===== src/rtl/core/btn_rpt_pkg.sv =====
// Shared constants and codes for the button auto-repeat generator.
`default_nettype none
package btn_rpt_pkg;
	localparam int NUM_BUTTONS = 32;
	localparam int BTN_W       = $clog2(NUM_BUTTONS);

	localparam int OP_W        = 2;
	localparam int BUTTON_W    = 5;
	localparam int REPEAT_W    = 5;
	localparam int REG_W       = 16;
	localparam int CD_W        = 17;
	localparam int CFG_IDX_W   = 1;
	localparam int IN_DATA_W   = 8;
	localparam int OUT_DATA_W  = 8;

	localparam logic [OP_W-1:0] OP_PRESS   = 2'd0;
	localparam logic [OP_W-1:0] OP_RELEASE = 2'd1;
	localparam logic [OP_W-1:0] OP_TICK    = 2'd2;

	localparam logic [CFG_IDX_W-1:0] REG_INITIAL_DELAY = 1'd0;
	localparam logic [CFG_IDX_W-1:0] REG_REPEAT_PERIOD = 1'd1;

	localparam logic [REG_W-1:0] INITIAL_DELAY_RST = 16'd300;
	localparam logic [REG_W-1:0] REPEAT_PERIOD_RST = 16'd50;
endpackage
`default_nettype wire


===== src/rtl/core/button_auto_repeat_top.sv =====
// Button auto-repeat generator: press/release/tick words in, repeat words out.
// Press and release are handled in the idle state. A tick scans the buttons one per cycle,
// unless a stalled output holds the scan, through a single countdown update unit and a
// countdown memory with one write and one read port; input is not ready until the flush ends.
// A repeat word is held until the next firing button or the end of the scan sets its last flag.
// arst_n clears held flags, scan control and output valid; registers return to 300 and 50.
`default_nettype none
module button_auto_repeat_top
	import btn_rpt_pkg::*;
(
	input  wire logic                   clk,
	input  wire logic                   arst_n,
	// configuration write port
	input  wire logic                   cfg_we,
	input  wire logic [CFG_IDX_W-1:0]   cfg_index,
	input  wire logic [REG_W-1:0]       cfg_data,
	// input words
	input  wire logic                   s_axis_tvalid,
	output      logic                   s_axis_tready,
	input  wire logic [IN_DATA_W-1:0]   s_axis_tdata,   // [1:0] operation, [6:2] button
	// repeat words
	output      logic                   m_axis_tvalid,
	input  wire logic                   m_axis_tready,
	output      logic [OUT_DATA_W-1:0]  m_axis_tdata,   // [4:0] repeat_button
	output      logic                   m_axis_tlast
);

	localparam logic [1:0] S_IDLE  = 2'd0;
	localparam logic [1:0] S_UPD   = 2'd1;
	localparam logic [1:0] S_FLUSH = 2'd2;

	logic [1:0]            state_q;
	logic [REG_W-1:0]      delay_q;
	logic [REG_W-1:0]      period_q;
	logic [NUM_BUTTONS-1:0] held_q;
	logic [BTN_W-1:0]      idx_q;
	logic                  pend_valid_q;
	logic [BTN_W-1:0]      pend_btn_q;
	logic                  out_valid_q;
	logic [REPEAT_W-1:0]   out_btn_q;
	logic                  out_last_q;

	// countdown store; entries of buttons not held are never used
	logic [CD_W-1:0]       cd_mem [NUM_BUTTONS];
	logic [CD_W-1:0]       rd_q;

	logic [OP_W-1:0]       in_op;
	logic [BUTTON_W-1:0]   in_btn;
	logic                  in_accept;
	logic                  btn_ok;
	logic [BTN_W-1:0]      btn_idx;
	logic                  out_busy;
	logic                  cur_held;
	logic                  fire;
	logic                  stall;
	logic                  advance;
	logic                  scan_end;
	logic                  out_push;
	logic                  out_push_last;
	logic                  mem_we;
	logic [BTN_W-1:0]      mem_waddr;
	logic [CD_W-1:0]       mem_wdata;
	logic [BTN_W-1:0]      rd_addr;

	assign in_op     = s_axis_tdata[OP_W-1:0];
	assign in_btn    = s_axis_tdata[OP_W +: BUTTON_W];
	assign s_axis_tready = (state_q == S_IDLE);
	assign in_accept = s_axis_tvalid && s_axis_tready;
	assign btn_ok    = (32'(in_btn) < 32'(NUM_BUTTONS));
	assign btn_idx   = BTN_W'(in_btn);

	// the output register is full and nobody takes it this cycle
	assign out_busy  = out_valid_q && !m_axis_tready;

	// shared update unit: one held countdown per cycle unless the scan is stalled
	assign cur_held  = held_q[idx_q];
	assign fire      = cur_held && (rd_q <= CD_W'(1));
	// a second firing needs the pending word moved out first
	assign stall     = (state_q == S_UPD) && fire && pend_valid_q && out_busy;
	assign advance   = (state_q == S_UPD) && !stall;
	assign scan_end  = (idx_q == BTN_W'(NUM_BUTTONS - 1));

	assign out_push_last = (state_q == S_FLUSH);
	assign out_push  = pend_valid_q && !out_busy &&
		(((state_q == S_UPD) && fire) || (state_q == S_FLUSH));

	// memory write: press loads delay + period, scan writes back reload or decrement
	always_comb begin
		mem_we    = 1'b0;
		mem_waddr = idx_q;
		mem_wdata = rd_q - CD_W'(1);
		if (state_q == S_IDLE) begin
			mem_waddr = btn_idx;
			mem_wdata = CD_W'(delay_q) + CD_W'(period_q);
			mem_we    = in_accept && (in_op == OP_PRESS) && btn_ok;
		end else if (advance && cur_held) begin
			mem_we = 1'b1;
			if (fire) begin
				mem_wdata = CD_W'(period_q);
			end
		end
	end

	// read the next button while the current one is written back
	always_comb begin
		if (state_q == S_IDLE) begin
			rd_addr = '0;
		end else if (advance) begin
			rd_addr = idx_q + BTN_W'(1);
		end else begin
			rd_addr = idx_q;
		end
	end

	always_ff @(posedge clk) begin
		if (mem_we) begin
			cd_mem[mem_waddr] <= mem_wdata;
		end
		rd_q <= cd_mem[rd_addr];
	end

	// configuration registers
	always_ff @(posedge clk or negedge arst_n) begin
		if (!arst_n) begin
			delay_q  <= INITIAL_DELAY_RST;
			period_q <= REPEAT_PERIOD_RST;
		end else if (cfg_we) begin
			unique case (cfg_index)
				REG_INITIAL_DELAY: delay_q  <= cfg_data;
				REG_REPEAT_PERIOD: period_q <= cfg_data;
				default: ;
			endcase
		end
	end

	// held flags: set on press, drop on release
	always_ff @(posedge clk or negedge arst_n) begin
		if (!arst_n) begin
			held_q <= '0;
		end else if (in_accept && btn_ok) begin
			if (in_op == OP_PRESS) begin
				held_q[btn_idx] <= 1'b1;
			end else if (in_op == OP_RELEASE) begin
				held_q[btn_idx] <= 1'b0;
			end
		end
	end

	// scan sequencer
	always_ff @(posedge clk or negedge arst_n) begin
		if (!arst_n) begin
			state_q      <= S_IDLE;
			idx_q        <= '0;
			pend_valid_q <= 1'b0;
			pend_btn_q   <= '0;
		end else begin
			unique case (state_q)
				S_IDLE: begin
					if (in_accept && (in_op == OP_TICK)) begin
						idx_q   <= '0;
						state_q <= S_UPD;
					end
				end
				S_UPD: begin
					if (advance) begin
						// hold the newest firing until we know whether it is the last
						if (fire) begin
							pend_valid_q <= 1'b1;
							pend_btn_q   <= idx_q;
						end
						idx_q <= idx_q + BTN_W'(1);
						if (scan_end) begin
							state_q <= S_FLUSH;
						end
					end
				end
				S_FLUSH: begin
					if (!pend_valid_q) begin
						state_q <= S_IDLE;
					end else if (!out_busy) begin
						pend_valid_q <= 1'b0;
						state_q      <= S_IDLE;
					end
				end
				default: state_q <= S_IDLE;
			endcase
		end
	end

	// output register
	always_ff @(posedge clk or negedge arst_n) begin
		if (!arst_n) begin
			out_valid_q <= 1'b0;
		end else if (out_push) begin
			out_valid_q <= 1'b1;
		end else if (m_axis_tready) begin
			out_valid_q <= 1'b0;
		end
	end

	always_ff @(posedge clk) begin
		if (out_push) begin
			out_btn_q  <= REPEAT_W'(pend_btn_q);
			out_last_q <= out_push_last;
		end
	end

	assign m_axis_tvalid = out_valid_q;
	assign m_axis_tdata  = {(OUT_DATA_W - REPEAT_W)'(0), out_btn_q};
	assign m_axis_tlast  = out_last_q;

`ifndef SYNTHESIS
	a_idle_no_pending: assert property (@(posedge clk) disable iff (!arst_n)
		(state_q == S_IDLE) |-> !pend_valid_q)
		else $error("pending repeat left over after a tick scan");

	a_scan_step: assert property (@(posedge clk) disable iff (!arst_n)
		(advance && !scan_end) |=> ((state_q == S_UPD) && (idx_q == $past(idx_q) + BTN_W'(1))))
		else $error("scan index did not step by one");

	a_ascending: assert property (@(posedge clk) disable iff (!arst_n)
		(out_push && !out_push_last) |=> (REPEAT_W'(pend_btn_q) > out_btn_q))
		else $error("repeat words out of ascending order");

	a_stall_holds: assert property (@(posedge clk) disable iff (!arst_n)
		stall |=> ((state_q == S_UPD) && $stable(idx_q) && pend_valid_q))
		else $error("scan moved while the output was stalled");
`endif

endmodule
`default_nettype wire


===== config.mk =====
export PLATFORM = sky130hd
export DESIGN_NAME = button_auto_repeat_top
export DESIGN_NICKNAME = d
export VERILOG_FILES = /design/src/rtl/core/btn_rpt_pkg.sv /design/src/rtl/core/button_auto_repeat_top.sv
export SDC_FILE = /design/constraint.sdc
export NUM_CORES = 1
export LEC_CHECK = 0
export ABC_CLOCK_PERIOD_IN_PS = 5950
export BUFFER_PORTS_ARGS = -buffer_cell sky130_fd_sc_hd__buf_4
export CAP_MARGIN = 5
export CORE_UTILIZATION = 60
export CTS_BUF_LIST = sky130_fd_sc_hd__clkbuf_4
export CTS_CLUSTER_DIAMETER = 100
export DETAILED_ROUTE_END_ITERATION = 10
export PLACE_DENSITY = 0.76
export SYNTH_ARGS = -nofsm -noshare
export SYNTH_HDL_FRONTEND = slang
export SYNTH_SLANG_ARGS = --single-unit

===== constraint.sdc =====
create_clock -name clk -period 5.95 [get_ports clk]
set_clock_uncertainty 0.1 [all_clocks]
set_input_delay 0.595 -clock clk [delete_from_list [all_inputs] [get_ports clk]]
set_output_delay 0.595 -clock clk [all_outputs]
set_load 0.005 [all_outputs]

==> results.ini, run 1 <==
[outcome]
status=finished, final reports clean

[worst_setup_path]
path_class=flip-flop to flip-flop
critical-path-top-delay-family=simple AND/OR/NAND/NOR gates
critPathBufInv=0
worstSetupEndpointType=flip-flop
startpoint_type=flip-flop
cp.arrival_ns=5.98
crit_slowest_cell=nor3_4
worst_ep_required_time_ns=6.85
cp_slowest_stage_delay_ns=0.80
worstPathCellList=nor4b_4 -> o2111ai_2 -> nor3_1 -> o31ai_2 -> and3_1 -> or3_1 -> nor3_4 -> a31oi_1 -> o211ai_1 -> a211o_1
cp_max_fo=17

[sta]
hold_ws_ns=0.0936
layout_min_cycle_time_ns=5.08
rsz0062_at_grt=no
finalWorstSetupSlack_ns=0.871
worst_pin_slew_ns=1.28
finalHoldViolations=0
fin_crit_sh_pct=85.4
fmax_mhz=197
slew_headroom_pct=14.9
setup_viol=0
slew_violations=0
final.setup.tns_ns=0

[placement]
pre_cts_slack_ns=1.06
hpwl_um=47000
placed_area_mm2=0.0321
gp_routability_congestion=0.890
portBuffers=36

[logic_synthesis]
synth_top_area_share_pct=53.2
synth.area.top_cells=edfxtp_1 (53%), dfrtp_1 (5.7%), mux2i_1 (4.9%), mux2_2 (3.3%), o21ai_0 (2.6%)
synth-main-ff-cell=edfxtp_1
ys.warnings.count=0
netlist_area_mm2=0.0310
syn-instance-count=2546
synth_top_area_cell=edfxtp_1
ys_seq_area_share_pct=60.6
ys_ff_latch=645
ys_types=82
synth.avg_cell_area_um2=12.2
synth-edff-count=550
synth_async_sr_flop_share_pct=12.1

[job]
cap_violations=0

[global_route]
antenna_found_initial=2
grt_start_max_net_pins=137
grt_use_total_pct=32.0
gr-total-overflow=0
grt_pass1_vias=22610
grt_pass1_wl_um=127000

[clock_network]
clock_path_buffers=3
cts_tree=yes
cts_buffers=166
clkSinkCount=645
clockRootBuffer=clkbuf_4
clock_latency_ns=1.08
clk_pin_slew_worst_paths_ns=0.06
cts_setup_buffers=0
h-tree-depth=4

[power_and_ir_drop]
ir_drop_uv=470
leakage_uw=0.0127
p_per_area_mw_per_mm2=538

[die]
die_h_um=229
initial_utilization_pct=61.4
die_x_um=229
core_area_mm2=0.0506
die-area_mm2=0.0527
top_level_ports=41
num_rows=82

[routing]
wirelength_um=83300
dr.pass1.iters=5
via_per_inst=6.63
vias=22875
ant_nets=0
first_iter_violations=2573
drcViolationCount=0
post_drt_wl_per_cell_um=24.1

[finish]
drive_gt1_share_pct=18.9
post-route-cell-area_mm2=0.0345
nNetsFinal=2711
area_growth_pct=11.2

[min_path]
hold_path.class=input port to flip-flop

per-layer routing:
metal	track usage (%)	vias up	routed length, um
li1	-	10147	-
met1	41.6	11210	31600
met2	49.6	1321	38800
met3	7.50	195	9100
met4	17.9	2	3750
met5	0	-	25
report_power, final:
part / switching (uW) / leakage [uW] / total, uW / internal [uW]
Sequential: 313 / 0.00610 / 6490 / 6180
Clock: 1810 / 0.00122 / 3750 / 1940
Combinational: 5660 / 0.00539 / 8320 / 2660
path summary, 6_finish.rpt:
path	startpoint	endpoint	slack, ns	cells after the start
worst max-delay path	state_q[0]	rd_q[8]	0.87	10
worst min-delay path	cfg_we	delay_q[1]	0.09	4
worst max register to register	state_q[0]	rd_q[8]	0.87	10
worst min register to register	pend_btn_q[4]	out_btn_q[4]	0.35	0
max in group asynchronous	arst_n	state_q[1]	4.84	2
min in group asynchronous	arst_n	asynchronous set/reset pin	0.17	2
state kept, by name, indices dropped and copies added, names as in the netlist, named ones only:
| signal | cells |
|---|---|
| period_q | 16 |
| cd_mem | 544 |
| idx_q | 5 |
| pend_valid_q | 1 |
| m_axis_tvalid | 1 |
| delay_q | 16 |
| state_q | 2 |
| rd_q | 17 |
| out_btn_q | 5 |
| pend_btn_q | 5 |
| m_axis_tlast | 1 |
per-stage QoR:
stage / instances / total power [uW] / utilization, %
floorplan: 2548 / 11800 / -
global placement: 3133 / 14300 / 63.5
detailed placement: 3133 / 14600 / 63.5
CTS: 3441 / 18400 / 68.2
global route: 3446 / 19400 / 68.2
finish: 3450 / 18600 / 68.2
layout by cell type, fill, tap and decap left out, types with 14 or more instances in the layout:
master | Yosys | routed
dfxtp_1 | 17 | 17
clkinv_1 | 2 | 28
a22o_1 | 37 | 37
a211o_1 | 83 | 83
mux2i_1 | 152 | 152
nor3_1 | 15 | 15
ha_1 | 20 | 20
dlygate4sd3_1 | 0 | 31
xnor2_1 | 16 | 16
nand3_1 | 127 | 127
mux2_2 | 91 | 91
and3_1 | 106 | 106
a21oi_1 | 120 | 116
dfrtp_1 | 71 | 69
inv_1 | 14 | 14
a211oi_1 | 72 | 72
nand2_1 | 184 | 182
o221ai_1 | 33 | 33
clkbuf_4 | 0 | 227
a21o_1 | 37 | 37
buf_4 | 11 | 111
nor2_1 | 174 | 167
edfxtp_1 | 550 | 550
o21ai_0 | 162 | 153
a31oi_1 | 37 | 37
o211ai_1 | 81 | 81
synth_stat cells, drive strengths merged, types with 14 or more instances:
cell type / instances
clkbuf: 124
nor2: 174
mux2i: 152
nor3: 18
xnor2: 16
edfxtp: 550
a21o: 37
dfxtp: 17
ha: 20
a31oi: 37
o221ai: 33
a211oi: 72
mux2: 104
inv: 14
a211o: 83
and3: 106
o211ai: 82
a22o: 37
nand3: 127
a21oi: 121
buf: 81
dfrtp: 71
nand2: 186
o21ai: 166
final cells by class:
class	instances	area (um2)
Sequential cell	645	18800
Fill cell	3531	16100
Multi-Input combinational cell	1682	11400
Clock buffer	227	1700
Timing Repair Buffer	149	1280
Tap cell	672	841
Clock inverter	50	344
Inverter	16	60.1
Antenna cell	9	22.5
worst reg2reg max path: stages (launching register included):
cell,delay [ns]
dfrtp_1,0.74
nor4b_4,0.33
o2111ai_2,0.22
nor3_1,0.59
o31ai_2,0.41
and3_1,0.35
or3_1,0.46
nor3_4,0.80
a31oi_1,0.40
o211ai_1,0.44
a211o_1,0.22
repair_timing:
action | 4_1_cts | 5_1_grt
gates resized for setup | 0 | 0
endpoints found under the hold margin | 140 | 0
hold buffers | 31 | 0
cells by family (layout without fill, tap and decap cells):
kind of cell | Yosys count | in the layout | synth area share (%)
xor gates and xnor gates | 22 | 22 | 0.621
DFF | 645 | 645 | 60.6
adders and majority gates | 21 | 21 | 0.871
and+or+nand+nor | 672 | 672 | 10.4
other | 1 | 12 | 0.0121
muxes | 258 | 258 | 8.82
buffers and inverters | 221 | 442 | 3.12
AOI/OAI and AO/OA | 706 | 706 | 15.6
No activity file was read; power rests on OpenSTA's default activity.
==> run 2, diff against run 1 <==
- CELL_PAD_IN_SITES_DETAIL_PLACEMENT: default -> 1
- CELL_PAD_IN_SITES_GLOBAL_PLACEMENT: default -> 1
- CORE_UTILIZATION: 60 -> 54
- PLACE_DENSITY: 0.76 -> default
- PLACE_DENSITY_LB_ADDON: default -> 0.1
- RECOVER_POWER: default -> 25
==> run 2 against run 1 <==
Against the previous run:
- worst hold slack worse by 0.0051 ns
- core utilization is 7.0 points lower
- worst setup slack worse by 0.23 ns
- the run now ends with capacitance limit, slew limit left
- critical path type unchanged
- non-clock buffer count is 5 lower
- largest cell class unchanged
- highest routed layer unchanged
- largest power group unchanged
- fmax is 4.4% lower
==> results.ini, run 2 (synthesis gave the netlist of run 1 again) <==
[outcome]
status=finished with violations
violations=capacitance limit, slew limit

[worst_setup_path]
path_class=flip-flop to flip-flop
worst_ep_required_time_ns=6.45
r2r_start=state_q[0]
startpoint_type=flip-flop
cp.arrival_ns=5.81
setup.worst_path.start=state_q[0]
cp_max_fo=17
worstSetupEndpointType=flip-flop

[die]
top_level_ports=41
core_area_mm2=0.0566
die_h_um=242
die_x_um=242
die-area_mm2=0.0585
num_rows=87
initial_utilization_pct=54.8

[finish]
stdcell_count=3540
mostFrequentLayoutCell=edfxtp_1
largest_reg_flops=544
nNetsFinal=2711
top_register=cd_mem
final_cell_mix=edfxtp_1 (550), clkbuf_4 (255), nand2_1 (182)
post-route-util_pct=61.2
drive_gt1_share_pct=18.8
largestRegisters=cd_mem x544, rd_q x17
area_growth_pct=11.6

[placement]
hpwl_um=58200
pre_cts_slack_ns=1.02
gp_routability_congestion=0.887
placed_cells=3212
portBuffers=36

[routing]
wirelength_um=96700
ant_nets=0
post_drt_wl_per_cell_um=27.3
dr.pass1.iters=6
vias=23250
first_iter_violations=2043
via_per_inst=6.57
drcViolationCount=0

[job]
cap_violations=3

[global_route]
grt_use_total_pct=33.1
antenna_found_initial=3
grt_pass1_vias=24096
gr-total-overflow=0
grt_start_max_net_pins=137
grt_pass1_wl_um=146000

[sta]
setup_viol=0
worst_pin_slew_ns=1.59
slew_violations=54
fmax_mhz=188
finalHoldViolations=0
finalWorstSetupSlack_ns=0.638
final.setup.tns_ns=0
layout_min_cycle_time_ns=5.31
fin_crit_sh_pct=89.3
rsz0062_at_grt=no
slew_headroom_pct=-6.03

[clock_network]
clock_latency_ns=1.06
clkSinkCount=645
postCtsHoldBufs=31
h-tree-depth=4
cts_setup_buffers=0
clock_path_buffers=3
cts_tree=yes
cts_buffers=171
clk_pin_slew_worst_paths_ns=0.07
clockRootBuffer=clkbuf_4
cts_resized=0

[power_and_ir_drop]
ir_drop_uv=396
p_per_area_mw_per_mm2=554
leakage_uw=0.0127
finalPower_uw=19200

[min_path]
holdCritStartpoint=s_axis_tvalid
hold_path.class=input port to flip-flop

==> run 2: cell count changes in the layout (fill, tap and decap cells not counted), moves of 6 or more <==
| cell | before | now |
|---|---|---|
| nor2_2 | 7 | 23 |
| clkbuf_1 | 0 | 15 |
| clkbuf_4 | 227 | 255 |
| buf_4 | 111 | 81 |
| clkinv_2 | 10 | 4 |
| nor2_1 | 167 | 151 |
| dfstp_1 | 0 | 6 |
| dfstp_2 | 7 | 1 |
==> run 2: per-layer routing <==
metal  global-route usage [%]  part of all wire (%)
met1                     44.3                    42
met2                     53.4                    48
met3                     6.10                   7.3
met4                     13.7                   3.2
met5                        0                 0.012
==> run 2: layout make-up <==
class / instances / area [um2]
Antenna cell: 6 / 15.0
Clock buffer: 246 / 1850
Clock inverter: 45 / 280
Fill cell: 5709 / 22000
Inverter: 16 / 60.1
Multi-Input combinational cell: 1682 / 11500
Sequential cell: 645 / 18800
Tap cell: 756 / 946
Timing Repair Buffer: 144 / 1200
==> run 2: worst paths after layout <==
check	endpoint	slack [ns]	depth (start not counted)
setup / recovery	cd_mem[22][8]	0.64	9
hold / removal	flip-flop	0.09	5
setup reg to reg	cd_mem[22][8]	0.64	9
hold reg to reg	out_btn_q[2]	0.35	0
max in group asynchronous	state_q[1]	4.77	2
min in group asynchronous	asynchronous set/reset pin	0.20	2
==> run 2: through the flow <==
| step | instance area (um2) | hold WS [ns] |
|---|---|---|
| 2_1_floorplan | 31100 | 0.199 |
| 3_3_place_gp | 32200 | 0.326 |
| 3_5_place_dp | 32200 | 0.334 |
| 4_1_cts | 34700 | 0.000851 |
| 5_1_grt | 34600 | 0.107 |
| 6_report | 34600 | 0.0885 |
==> run 2: critical path: stages (launching register included) <==
cell and delay [ns]:
dfrtp_1 0.79, clkinv_1 0.46, nand2_1 0.20, clkinv_1 0.40
clkbuf_1 0.49, nor3b_1 0.37, a21oi_1 0.16, or3_1 0.59
nor2_2 0.16, clkbuf_1 1.16
==> run 2: power by group <==
group	internal, uW	switching (uW)	total [uW]	leakage (uW)
logic	2670	6100	8770	0.00529
clock network	1990	1890	3880	0.00127
registers	6180	350	6530	0.00609
